[src/design/sliding_energy_ratio_picker_unit_macros.svh]
// Assertion macros used by the energy ratio picker unit module.
// Depends on nothing; included by files that carry assertions.
`ifndef SLIDING_ENERGY_RATIO_PICKER_UNIT_MACROS_SVH
`define SLIDING_ENERGY_RATIO_PICKER_UNIT_MACROS_SVH
// Implication checked on every rising clock edge outside reset.
`define SERP_ASSERT_IMP(label, clk, rst_n, ante, cons, msg) \
    label: assert property (@(posedge clk) disable iff (!rst_n) (ante) |-> (cons)) \
        else $error(msg);
// Implication whose consequence is checked in the next cycle.
`define SERP_ASSERT_NEXT(label, clk, rst_n, ante, cons, msg) \
    label: assert property (@(posedge clk) disable iff (!rst_n) (ante) |=> (cons)) \
        else $error(msg);
`endif

[src/design/serp_pkg.sv]
// Shared types and constants for the energy ratio picker.
// No dependencies.
package serp_pkg;
    localparam int unsigned MAX_SAMPLES = 4096;
    localparam int unsigned MAX_WINDOW  = 1024;
    localparam int unsigned CfgW = 11;
    localparam logic [1:0] ST_OK = 2'd0;
    localparam logic [1:0] ST_FALLBACK = 2'd1;
    localparam logic [1:0] ST_RANGE = 2'd2;
    localparam logic [1:0] ST_UNDEF = 2'd3;
    localparam logic [1:0] REG_MODE = 2'd0;
    localparam logic [1:0] REG_SPLIT = 2'd1;
    localparam logic [1:0] REG_LONG = 2'd2;
    localparam logic [1:0] REG_SHORT = 2'd3;

    typedef enum logic [2:0] {
        S_IDLE, S_SUM1, S_SUM2, S_PREP, S_MUL, S_DIV, S_OUT
    } ctl_state_t;

    // Request from the controller to the divider.
    typedef struct packed {
        logic        start;
        logic [63:0] num;
        logic [63:0] den;
    } div_req_t;

    typedef struct packed {
        logic        done;
        logic [31:0] quo;
    } div_rsp_t;
endpackage

[src/design/serp_div.sv]
// Restoring Q16.16 divider, one quotient bit per cycle, saturating.
// Depends on serp_pkg.
module serp_div
    import serp_pkg::*;
(
    input  logic     clk,
    input  logic     rst_n,
    input  div_req_t req,
    output div_rsp_t rsp
);
    // Quotient of n*65536/d has 80 bits; saturate when the top 48 are nonzero.
    logic [79:0] num_reg, num_next;
    logic [63:0] den_reg, den_next;
    logic [64:0] rem_reg, rem_next;
    logic [6:0]  cnt_reg, cnt_next;
    logic        busy_reg, busy_next;
    logic        sat_reg, sat_next;
    logic        done_reg, done_next;
    logic [64:0] trial;

    always_comb
    begin
        num_next  = num_reg;
        den_next  = den_reg;
        rem_next  = rem_reg;
        cnt_next  = cnt_reg;
        busy_next = busy_reg;
        sat_next  = sat_reg;
        done_next = 1'b0;
        trial     = {rem_reg[63:0], num_reg[79]};
        if (req.start)
        begin
            num_next  = {req.num, 16'd0};
            den_next  = req.den;
            rem_next  = '0;
            cnt_next  = 7'd80;
            busy_next = 1'b1;
            sat_next  = 1'b0;
        end
        else if (busy_reg)
        begin
            num_next = {num_reg[78:0], 1'b0};
            if (trial >= {1'b0, den_reg})
            begin
                rem_next    = trial - {1'b0, den_reg};
                num_next[0] = 1'b1;
                if (cnt_reg > 7'd32)
                begin
                    sat_next = 1'b1;
                end
            end
            else
            begin
                rem_next = trial;
            end
            cnt_next = cnt_reg - 7'd1;
            if (cnt_reg == 7'd1)
            begin
                busy_next = 1'b0;
                done_next = 1'b1;
            end
        end
    end

    always_ff @(posedge clk or negedge rst_n)
    begin
        if (!rst_n)
        begin
            busy_reg <= 1'b0;
            done_reg <= 1'b0;
            cnt_reg  <= '0;
        end
        else
        begin
            busy_reg <= busy_next;
            done_reg <= done_next;
            cnt_reg  <= cnt_next;
        end
    end

    always_ff @(posedge clk)
    begin
        num_reg <= num_next;
        den_reg <= den_next;
        rem_reg <= rem_next;
        sat_reg <= sat_next;
    end

    assign rsp.done = done_reg;
    assign rsp.quo  = sat_reg ? 32'hFFFF_FFFF : num_reg[31:0];
endmodule

[config.mk]
export PLATFORM = sky130hd
export DESIGN_NAME = serp_div
export DESIGN_NICKNAME = d
export VERILOG_FILES = /design/src/design/sliding_energy_ratio_picker_unit_macros.svh /design/src/design/serp_pkg.sv /design/src/design/serp_div.sv
export SDC_FILE = /design/constraint.sdc
export NUM_CORES = 1
export LEC_CHECK = 0
export BUFFER_PORTS_ARGS = -buffer_cell sky130_fd_sc_hd__buf_2
export CAP_MARGIN = 25
export CORE_MARGIN = 3
export CORE_UTILIZATION = 30
export CTS_CLUSTER_SIZE = 30
export DETAILED_ROUTE_END_ITERATION = 6
export GPL_TIMING_DRIVEN = 0
export PLACE_DENSITY = 0.48
export SLEW_MARGIN = 20
export SYNTH_ARGS = -nofsm -noshare
export SYNTH_HDL_FRONTEND = slang
export SYNTH_SLANG_ARGS = --single-unit
[constraint.sdc]
create_clock -name clk -period 3.8 [get_ports clk]
set_input_delay 0.38 -clock clk [delete_from_list [all_inputs] [get_ports clk]]
set_output_delay 0.38 -clock clk [all_outputs]
set_load 0.01 [all_outputs]
Word level (Yosys, flattened, before mapping) --
Index checks and enable logic that the tools add are counted.
Operators by class: equal/unequal tests 1, multiplexer cells 13, reduce and logical (&&, ||, !) cells 2, order comparisons 2, add/subtract/negate cells 2
Operators by type and width (number):
- 2-to-1 mux 80 bit | 2
- greater-or-equal comparator 65 x 64 -> 1 bit | 1
- 2-to-1 mux 64 bit | 1
- subtractor 64 bit | 1
- 2-to-1 mux 32 bit | 1
- 2-to-1 mux 7 bit | 2
- == test 7 x 1 -> 1 bit, second input constant | 1
- > comparator 7 x 6 -> 1 bit, second input constant | 1
- 2-to-1 mux 1 bit | 7
- subtractor 7 x 1 -> 7 bit, second input constant | 1
- AND reduction 3 bit | 1
- nonzero test 2 bit | 1
Storage, ports and cells: logic and storage cells 28, register bits 218, input bits 131

Longest topological paths before layout --
Gate-level depths: netlist of the first run.
word-level depth 4, mapped depth 16, depth with buffers taken out 13

Least setup slack after synthesis of the first run --
OpenSTA, ideal clock, no wires.
kind reg2reg, start register den_reg[0], end register rem_reg[62], buffers on the path 0, data required time 3.712 ns, stages on the path, launching flop included 13, slack 0.687 ns, clock period less this slack 3.113 ns, data arrival time 3.025 ns, cells stage by stage edfxtp_1 ha_1 fa_1 nor2b_1 o21bai_1 a21boi_1 o31a_1 a31o_2 a41oi_2 o21bai_2 a21oi_1 or4_4 a311oi_2
Between the ends: cells in the longest elaborated chain, start to end 2, elaborated cells on any way between the ends 3, those cells by class add/sub (1); order compare (1); mux (1)
Ends and longest elaborated chain:
- start: declaration | line serp_div.sv:13 | logic [63:0] den_reg, den_next;
- start signal: assignment | line serp_div.sv:84 | den_reg <= den_next;
- subtractor 64 bit / greater-or-equal comparator 65 x 64 -> 1 bit (equally long branches) | line serp_div.sv:45, serp_div.sv:43
- 2-to-1 mux 64 bit * | line serp_div.sv:43 | if (trial >= {1'b0, den_reg})
- end signal: assignment | line serp_div.sv:85 | rem_reg <= rem_next;
- end: declaration | line serp_div.sv:14 | logic [64:0] rem_reg, rem_next;
Mark *: on every way between the ends. The rest lies on a longest branch, timed or not. A chain may end at the register's enable or synchronous reset.

Final worst setup path of the first run --
start register den_reg[13], end register rem_reg[62]
The elaborated chain is that of the path after synthesis.

==> metrics.md, run 1 <==
| Metric | Value |
|---|---|
| Status | `complete, no violations` |
| Post-DR wirelength/cell | `between 15 and 20 microns` |
| Sequential fraction of the synthesis area | `44.0%` |
| DP HPWL | `29.8 mm` |
| Pre-CTS setup slack | `-0.690 ns` |
| Vias per cell | `just over 5` |
| Top post-synthesis cells by area | `edfxtp_1, dfxtp_1, ha_1` |
| Syn avg cell area | `9.28 sq um` |
| CP Max Fanout | `6` |
| Clock-pin slew on the worst setup and hold paths | `0.06 ns` |
| Worst-Margin Slew | `~0.86 ns` |
| Placement-stage cell area | `0.0145 sq mm` |
| VDD IR max | `0.358 mV` |
| Detailed Route Iter0 Violations | `821` |
| Row count | `75` |
| Ys flop type | `edfxtp_1` |
| RSZ-0062 raised after global routing | `no` |
| Worst clock skew | `0.0124 ns` |
| Critical path arrival | `roughly 4 ns` |
| Finish-stage setup viols | `0` |
| Final estimated routing congestion in global placement | `0.872` |
| Slew headroom | `42.9%` |
| First-pass GRT wire length | `a little over 60 mm` |
| Crit path cell chain | `inv_1 > ha_1 > a21oi_1 > o21ai_1 > a221o_1 > and2_1 > a31o_2 > a41oi_2 > o21bai_4 > buf_4 > nor3b_1 > or4_4 > a311oi_2` |
| Leakage | `0.00710 uW` |
| WL final | `39.7 mm` |
| Slew Viols, Final | `0` |
| Share of cells above drive strength 1 | `17.8%` |
| Vias | `11301` |
| Max Cap Viol | `0` |
| Die width | `214 microns` |
| Clock H-tree levels | `1` |
| Post-route cell area | `approximately 0.016 sq mm` |
| Initial antenna violation count | `1` |
| Root buffer selected by CTS | `clkbuf_16` |
| R2R depth | `13` |
| CTS sink cnt | `approximately 220` |
| Critical-path top delay cell | `or4_4` |
| CP Capture Type | `flip-flop` |
| Max reg flops | `80` |
| Startpoint types | `flip-flop` |
| Synth Net Count | `1591` |
| Fillers | `4385` |
| Max Buffers Root-to-Sink | `3` |
| DIE AREA | `0.0456 sq mm` |
| Fmax | `279 MHz` |
| Mapped cell area | `between 0.01 and 0.015 sq mm` |
| Async SR Flop Fraction | `4.13%` |
| Synth area leader | `edfxtp_1` |
| Largest net degree at the start of global routing | `43` |
| Chip height | `214 microns` |
| Final worst path period need | `3.58 ns` |
| Final Power | `10200 uW` |
| Initial Utilization | `roughly 31%` |
| Top cell type's share of synthesized area | `roughly 30%` |
| Gr usage total | `roughly 17%` |
| Power Density | `627 mW/mm^2` |
| Total gr overflow | `0` |
| Area Overhead vs Synth | `25.6%` |
| Final Hold Vio Count | `0` |
| Cell variety after synth | `77` |
| Hold Path Cell Cnt | `1` |
| Synthesized flop and latch total | `between 200 and 250` |
| Crit share post-route | `between 90% and 100%` |
| EDFF count, synth | `128` |
| Drt pass-1 iters | `5` |
| Core footprint | `0.0422 sq mm` |
| Residual DRC | `0` |
| Clock Latency Late Sink | `0.56 ns` |
| Ports | `164` |
| CTS Buf Count | `27` |
| Post-Synthesis Cells | `1392` |
| Most numerous cell in the Yosys netlist | `nand2_1` |
| Vias in the first global route | `11153` |
| Post-synth top cells | `nand2_1, edfxtp_1, nor2_1, inv_1, dfxtp_1` |
| Hold_ws | `about 0.026 ns` |
| # port buffers | `roughly 160` |
| Worst stage delay on the critical path | `around 0.5 ns` |
| Hold crit path type | `primary input to flip-flop` |
| Crit Path Class | `flip-flop to flip-flop` |
| Final #Nets | `roughly 1900` |
| CTS tree | `done` |
| Final worst setup slack | `~0.22 ns` |
| Synth warn | `0` |
| Post-DRT Antenna Nets | `0` |
| Req. time, crit path | `4.27 ns` |
-- report_power, final --
group	total [uW]	switching, uW	internal [uW]	leakage, uW
Clock	2800	1050	1750	0.000473
Combinational	4230	2540	1690	0.00453
Sequential	3150	262	2890	0.00209
-- layout make-up --
class,instances,area [sq um],share of cell area [%]
Inverter,88,330,2.04
Clock inverter,18,251,1.55
Sequential cell,218,5690,35.1
Timing Repair Buffer,235,1540,9.49
Buffer,86,373,2.30
Tap cell,539,674,4.16
Clock buffer,32,714,4.40
Antenna cell,1,2.50,0.0154
Multi-Input combinational cell,1000,6650,41.0
-- layout by cell type, fill, tap and decap left out, types with 11 or more instances in the layout --
cell type	count
buf_2	173
nand2_1	170
edfxtp_1	128
nor2_1	126
inv_1	86
dfxtp_1	81
a21oi_1	77
ha_1	67
clkbuf_1	62
a22o_1	62
dlygate4sd3_1	62
o21ai_0	50
a311oi_1	50
a21o_1	40
xnor2_1	36
or2_2	34
nand4_1	27
clkbuf_16	27
mux2i_1	23
nor3_1	21
xor2_1	19
nand3_1	18
and3_1	17
o21bai_1	14
a211oi_1	13
buf_4	12
or3_1	12
o21a_1	11
-- critical path, delay by kind of cell (launching register included) --
kind / cells / cell delay (ns)
DFF: 1 / 0.32
and+or+nand+nor: 3 / 0.78
AOI/OAI and AO/OA: 7 / 1.83
adders and majority gates: 1 / 0.37
buffers and inverters: 2 / 0.20
-- worst paths after layout --
| kind | startpoint | slack, ns | end |
|---|---|---|---|
| max | den_reg[13] | 0.22 | rem_reg[62] |
| min | req[51] | 0.03 | den_reg[51] |
| max reg2reg | den_reg[13] | 0.22 | rem_reg[62] |
| min reg2reg | rem_reg[47] | 0.49 | rem_reg[48] |
| max in group asynchronous | rst_n | 3.34 | done_reg |
| min in group asynchronous | rst_n | 0.27 | cnt_reg[4] |
-- metrics by stage --
step	instances	TNS, ns	util [%]
after floorplan	1392	0	-
after global placement	2094	-89.75	34.1
after detailed placement	2096	-16.73	34.2
after CTS	2212	0	38.2
after global routing	2217	0	38.4
final	2217	0	38.4
-- timing repair --
item                       CTS  global route
hold endpoints to repair    70             0
resized for setup           11            16
hold buffers                62             0
setup buffers                4             4
setup endpoints to repair   63            62
pin swaps                    2             2
-- kinds of logic (layout without fill, tap and decap cells) --
family          count (synthesis)  in the layout  share of synthesized area, %
mux                            24             24                          1.87
xor+xnor                       55             55                          3.73
flops                         218            218                          44.0
fa+ha+maj                      68             68                          6.64
compound gates                386            386                          21.6
other cells                     0              1                             0
buf+inv                       174            459                          5.27
simple gates                  467            467                          16.8
-- per-layer routing --
metal	vias to the layer above	track usage (%)	wire length [microns]
li1	5628	-	-
met1	5381	24.2	19100
met2	238	27.5	18200
met3	54	1.96	1550
met4	0	4.40	838
met5	-	0	0
Note: power is estimated with default switching activity, not from simulation.
==> run 2: changes to the inputs <==
==> constraint.sdc (replaced) <==
create_clock -name clk -period 3.5 [get_ports clk]
set_input_delay 0.35 -clock clk [delete_from_list [all_inputs] [get_ports clk]]
set_output_delay 0.35 -clock clk [all_outputs]
set_load 0.01 [all_outputs]
==> metrics.md, run 2 (synthesis results as in run 1) <==
| Metric | Value |
|---|---|
| Status | `complete, no violations` |
| Row count | `75 (unchanged)` |
| CP Buf/Inv Count | `4 (+2)` |
| Post-DRT Antenna Nets | `0 (unchanged)` |
| Startpoint types | `flip-flop` |
| Placement-stage cell area | `0.0145 sq mm (unchanged)` |
| Fillers | `4361 (-0.55%)` |
| Worst clock skew | `0.0115 ns (-0.000837 ns)` |
| Slew headroom | `41.7% (-1.2 points)` |
| Post-route cell area | `0.0166 sq mm (+2.6%)` |
| CP Max Fanout | `7 (+1)` |
| # port buffers | `163 (unchanged)` |
| Ports | `164 (unchanged)` |
| Finish-stage setup viols | `0 (unchanged)` |
| Worst stage delay on the critical path | `0.48 ns (-0.03 ns)` |
| Die width | `214 microns (unchanged)` |
| Total gr overflow | `0 (unchanged)` |
| Initial antenna violation count | `1 (unchanged)` |
| Core footprint | `0.0422 sq mm (unchanged)` |
| DP HPWL | `29.8 mm (unchanged)` |
| Largest net degree at the start of global routing | `43 (unchanged)` |
| Drt pass-1 iters | `5 (unchanged)` |
| Clock Latency Late Sink | `0.56 ns (about the same)` |
| Detailed Route Iter0 Violations | `767 (-6.6%)` |
| Max Cap Viol | `0 (unchanged)` |
| Root buffer selected by CTS | `clkbuf_16` |
| Area Overhead vs Synth | `28.8%` |
| Crit Path Class | `flip-flop to flip-flop` |
| Critical-path top delay cell | `edfxtp_1` |
| Req. time, crit path | `3.96 ns (-0.31 ns)` |
| Gr usage total | `17.0% (+0.028 points)` |
| Most frequent cells in the layout | `nand2_1, buf_2, edfxtp_1` |
| Residual DRC | `0 (unchanged)` |
| Final #Nets | `1873 (+0.97%)` |
| Hold_ws | `0.0720 ns (+0.0459 ns)` |
| Hold Path Cell Cnt | `3 (+2)` |
| Clock-pin slew on the worst setup and hold paths | `0.06 ns (about the same)` |
| Crit share post-route | `96.2% (+2.1 points)` |
| CTS Buf Count | `27 (unchanged)` |
| Slew Viols, Final | `0 (unchanged)` |
| Power Density | `690 mW/mm^2 (+10%)` |
| DIE AREA | `0.0456 sq mm (unchanged)` |
| Critical path arrival | `3.83 ns (-0.22 ns)` |
| Final estimated routing congestion in global placement | `0.872 (unchanged)` |
| Pre-CTS setup slack | `-0.990 ns (-0.300 ns)` |
| Max Buffers Root-to-Sink | `3 (unchanged)` |
| Final worst setup slack | `0.131 ns (-0.0906 ns)` |
| Vias per cell | `5.10 (about the same)` |
| Leakage | `0.00729 uW (+2.6%)` |
| CTS tree | `done` |
| Final worst path period need | `3.37 ns (-0.209 ns)` |
| Worst path top cell family by delay | `compound AO/OA/AOI/OAI gates` |
| CP Capture Type | `flip-flop` |
| Vias | `11404 (+0.91%)` |
| VDD IR max | `0.390 mV (+9.0%)` |
| Share of cells above drive strength 1 | `19.9% (+2.2 points)` |
| Post-DR wirelength/cell | `18.1 microns (+0.99%)` |
| R2R depth | `15 (+2)` |
| Hold crit path type | `primary input to flip-flop` |
| Setup TNS | `0 ns (unchanged)` |
| Clock H-tree levels | `1 (unchanged)` |
| Max reg flops | `80 (unchanged)` |
| Final Hold Vio Count | `0 (unchanged)` |
| Fmax | `297 MHz (+6.2%)` |
| Initial Utilization | `30.6% (unchanged)` |
| Worst-Margin Slew | `0.875 ns (+0.0180 ns)` |
| First-pass GRT wire length | `62.1 mm (+0.18%)` |
| Crit path cell chain | `inv_2 > ha_4 > nor2b_1 > o31a_1 > o31ai_4 > a31oi_4 > nand2_2 > o21ai_4 > a41oi_4 > o21ba_1 > buf_6 > buf_12 > clkbuf_16 > nand2_1 > a311oi_2` |
| WL final | `40.4 mm (+1.8%)` |
| CTS sink cnt | `218 (unchanged)` |
| Vias in the first global route | `11184 (+0.28%)` |
| Worst path depth | `15 (+2)` |
| Chip height | `214 microns (unchanged)` |
## run 2: changes by cell type in the layout (fill, tap and decap cells not counted), sizes merged
cell / before / now
buf: 192 / 207
dlygate4sd3: 62 / 65
## run 2: power breakdown
group          internal, uW  switching [uW]  total [uW]  leakage (uW)
Sequential             3130             288        3420       0.00209
Combinational          2120            2900        5020       0.00472
Clock                  1900            1140        3040      0.000473
Total                  7160            4320       11500       0.00729
## run 2: per-layer routing
layer  GRT usage, %  share of wire [%]  vias up
li1               -                  -     5681
met1           24.3                 48     5433
met2           27.5                 46      236
met3           1.96                3.9       54
met4           4.49                2.1        0
met5              0                  0        -
## run 2: cell type report
class	instances	area, sq um	area share [%]
Clock buffer	32	714	4.29
Inverter	88	330	1.98
Buffer	86	429	2.58
Antenna cell	1	2.50	0.0150
Clock inverter	18	251	1.51
Tap cell	539	674	4.05
Sequential cell	218	5690	34.2
Timing Repair Buffer	253	1750	10.5
Multi-Input combinational cell	1000	6800	40.9
## run 2: metrics by stage
stage / total power (uW) / util [%] / std cells
after floorplan: 6550 / - / 1392
after global placement: 7860 / 34.1 / 2094
after detailed placement: 7870 / 34.2 / 2096
after CTS: 11200 / 38.6 / 2218
after global routing: 12200 / 39.4 / 2235
final: 11500 / 39.4 / 2235
## run 2: worst register-to-register path: stages (launching register included)
cell	delay [ns]
edfxtp_1	0.48
inv_2	0.11
ha_4	0.20
nor2b_1	0.14
o31a_1	0.36
o31ai_4	0.34
a31oi_4	0.16
nand2_2	0.14
o21ai_4	0.09
a41oi_4	0.27
o21ba_1	0.18
buf_6	0.15
buf_12	0.17
clkbuf_16	0.17
nand2_1	0.07
a311oi_2	0.28
## run 2: repair_timing
item | CTS | global route
endpoints found under the setup margin | 66 | 62
gates resized for setup | 32 | 45
cloned | 0 | 4
pin swaps | 4 | 20
hold buffers | 65 | 0
hold endpoints to repair | 73 | 0
buffers inserted | 7 | 12
## run 2: path summary, 6_finish.rpt
path | from | slack (ns) | endpoint
max | den_reg[1] | 0.13 | rem_reg[36]
max in group asynchronous | rst_n | 3.07 | done_reg
min | req[64] | 0.07 | num_reg[16]
max reg2reg | den_reg[1] | 0.13 | rem_reg[36]
min in group asynchronous | rst_n | 0.24 | cnt_reg[4]
min reg2reg | rem_reg[47] | 0.49 | rem_reg[48]
==> run 3: changes to the inputs <==
==> constraint.sdc (replaced) <==
create_clock -name clk -period 3.65 [get_ports clk]
set_input_delay 0.365 -clock clk [delete_from_list [all_inputs] [get_ports clk]]
set_output_delay 0.365 -clock clk [all_outputs]
set_load 0.01 [all_outputs]
==> metrics.md, run 3 (synthesis results as in run 1) <==
| Metric | Value |
|---|---|
| Chip height | `214 microns (unchanged)` |
| Switching Fraction | `37.7% (+0.095 points)` |
| Final estimated routing congestion in global placement | `0.872 (unchanged)` |
| Final #Nets | `1863 (-0.53%)` |
| Gr usage total | `17.0% (-0.028 points)` |
| Fmax | `287 MHz (-3.2%)` |
| Hold_ws | `0.0185 ns (-0.0535 ns)` |
| R2R depth | `13 (-2)` |
| Largest net degree at the start of global routing | `43 (unchanged)` |
| CTS tree | `done` |
| CP Capture Type | `flip-flop` |
| Logic pwr share | `42.2% (-1.5 points)` |
| Initial Utilization | `30.6% (unchanged)` |
| Most frequent cells in the layout | `buf_2, nand2_1, edfxtp_1` |
| Clock H-tree levels | `1 (unchanged)` |
| Crit share post-route | `95.3% (-0.92 points)` |
| Clock-pin slew on the worst setup and hold paths | `0.06 ns (about the same)` |
| Net Switching | `4040 uW (-6.6%)` |
| Core footprint | `0.0422 sq mm (unchanged)` |
| Final Hold Vio Count | `0 (unchanged)` |
| Reg power frac | `30.6% (+0.8 points)` |
| Share of cells above drive strength 1 | `18.6% (-1.3 points)` |
| Most common cell after layout, fill and taps aside | `buf_2` |
| Pint | `6660 uW (-6.9%)` |
| First-pass GRT wire length | `62.0 mm (-0.12%)` |
| Post-Layout Cell Count | `2225 (-0.45%)` |
| Status | `complete, no violations` |
| R2R setup slack | `0.17 ns (+0.04 ns)` |
| Critical R2R Capture | `rem_reg[62]` |
| Drt pass-1 iters | `5 (unchanged)` |
| Critical R2R Launch | `num_reg[79]` |
| Req. time, crit path | `4.12 ns (+0.16 ns)` |
| DIE AREA | `0.0456 sq mm (unchanged)` |
| Vias | `11411 (+0.061%)` |
| Worst setup path endpoint | `rem_reg[62]` |
| Clock Latency Late Sink | `0.56 ns (about the same)` |
| Max Buffers Root-to-Sink | `3 (unchanged)` |
| CP Max Fanout | `4 (-3)` |
| Finish-stage setup viols | `0 (unchanged)` |
| Slew headroom | `41.6% (-0.044 points)` |
| Placed insts | `2096 (unchanged)` |
| Leakage | `0.00718 uW (-1.5%)` |
| Max Cap Viol | `0 (unchanged)` |
| Slew Viols, Final | `0 (unchanged)` |
| Total gr overflow | `0 (unchanged)` |
| Initial antenna violation count | `1 (unchanged)` |
| WL final | `39.9 mm (-1.3%)` |
| Vias in the first global route | `11168 (-0.14%)` |
| Residual DRC | `0 (unchanged)` |
| CTS sink cnt | `218 (unchanged)` |
| Power Density | `653 mW/mm^2 (-5.3%)` |
| CP Launch Point | `num_reg[79]` |
| Final worst path period need | `3.48 ns (+0.111 ns)` |
| Row count | `75 (unchanged)` |
| Die width | `214 microns (unchanged)` |
| Max reg flops | `80 (unchanged)` |
| Detailed Route Iter0 Violations | `769 (+0.26%)` |
| Area Overhead vs Synth | `26.8%` |
| Post-DR wirelength/cell | `17.9 microns (-0.88%)` |
| Placement-stage cell area | `0.0145 sq mm (unchanged)` |
| Ports | `164 (unchanged)` |
| Post-DRT Antenna Nets | `0 (unchanged)` |
| Startpoint types | `flip-flop` |
| Post-route cell area | `0.0164 sq mm (-1.5%)` |
| Hold crit path type | `primary input to flip-flop` |
| Critical path arrival | `3.95 ns (+0.12 ns)` |
| VDD IR max | `0.373 mV (-4.3%)` |
| Crit Path Class | `flip-flop to flip-flop` |
| DP HPWL | `29.8 mm (unchanged)` |
| CTS Buf Count | `27 (unchanged)` |
| Setup TNS | `0 ns (unchanged)` |
| Root buffer selected by CTS | `clkbuf_16` |
| Worst-Margin Slew | `0.876 ns (+0.000666 ns)` |
| Fillers | `4375 (+0.32%)` |
| Final core occ | `38.8% (-0.61 points)` |
| Worst clock skew | `0.0126 ns (+0.00111 ns)` |
| # port buffers | `163 (unchanged)` |
| Clock share of power | `27.2% (+0.8 points)` |
| Vias per cell | `5.13 (+0.51%)` |
-- run 3: how the worst min path moves through the flow --
| stage | end | startpoint | cells past startpoint | slack, ns |
|---|---|---|---|---|
| after detailed placement | done_reg | rst_n | 1 | 0.24 |
| after CTS | den_reg[49] | req[49] | 1 | 0.002 |
| after global placement | done_reg | rst_n | 1 | 0.24 |
| final | den_reg[49] | req[49] | 1 | 0.02 |
| after global routing | den_reg[49] | req[49] | 1 | 0.004 |
| after floorplan | busy_reg | rst_n | 0 | 0.07 |
-- run 3: metrics by stage --
step | power, uW | setup slack [ns]
after floorplan | 6280 | 0.537
after global placement | 7540 | -1.28
after detailed placement | 7550 | -0.840
after CTS | 10700 | 0.000204
after global routing | 11400 | -0.0207
final | 10700 | 0.171
-- run 3: layer usage --
metal | part of all wire, % | GRT usage, % | wire length [microns] | vias to the layer above
met4 | 2.1 | 4.40 | 823 | 0
met2 | 46 | 27.5 | 18400 | 245
li1 | - | - | - | 5657
met3 | 4.0 | 1.96 | 1590 | 53
met5 | 0 | 0 | 0 | -
met1 | 48 | 24.3 | 19100 | 5456
-- run 3: power by group through the flow --
stage / logic, uW / registers (uW) / clock network (uW)
floorplan: 3050 / 3230 / 0
global placement: 4220 / 3320 / 0
detailed placement: 4230 / 3320 / 0
CTS: 4400 / 3270 / 3020
global route: 5010 / 3320 / 3110
finish: 4510 / 3280 / 2910
-- run 3: layout make-up --
cell class | count | area (sq um) | share of cell area (%)
Timing Repair Buffer | 243 | 1600 | 9.79
Antenna cell | 1 | 2.50 | 0.0153
Sequential cell | 218 | 5690 | 34.7
Tap cell | 539 | 674 | 4.12
Multi-Input combinational cell | 1000 | 6710 | 41.0
Clock buffer | 32 | 714 | 4.36
Clock inverter | 18 | 251 | 1.53
Inverter | 88 | 330 | 2.02
Buffer | 86 | 407 | 2.48
-- run 3: timing repair --
action | 4_1_cts | 5_1_grt
setup endpoints to repair | 66 | 66
resized for setup | 20 | 31
hold buffers | 64 | 0
pin swaps | 4 | 8
cloned | 0 | 0
endpoints found under the hold margin | 72 | 0
setup buffers | 7 | 7
-- run 3: worst max-delay path, stage by stage, from the launching register on --
cell,delay (ns)
edfxtp_1,0.34
inv_1,0.09
ha_1,0.24
fa_1,0.42
nor2b_1,0.17
o21bai_1,0.10
a21boi_2,0.22
o31a_1,0.24
a31o_2,0.25
a41oi_2,0.25
o21bai_4,0.23
a21oi_1,0.09
or4_4,0.53
a311oi_2,0.23
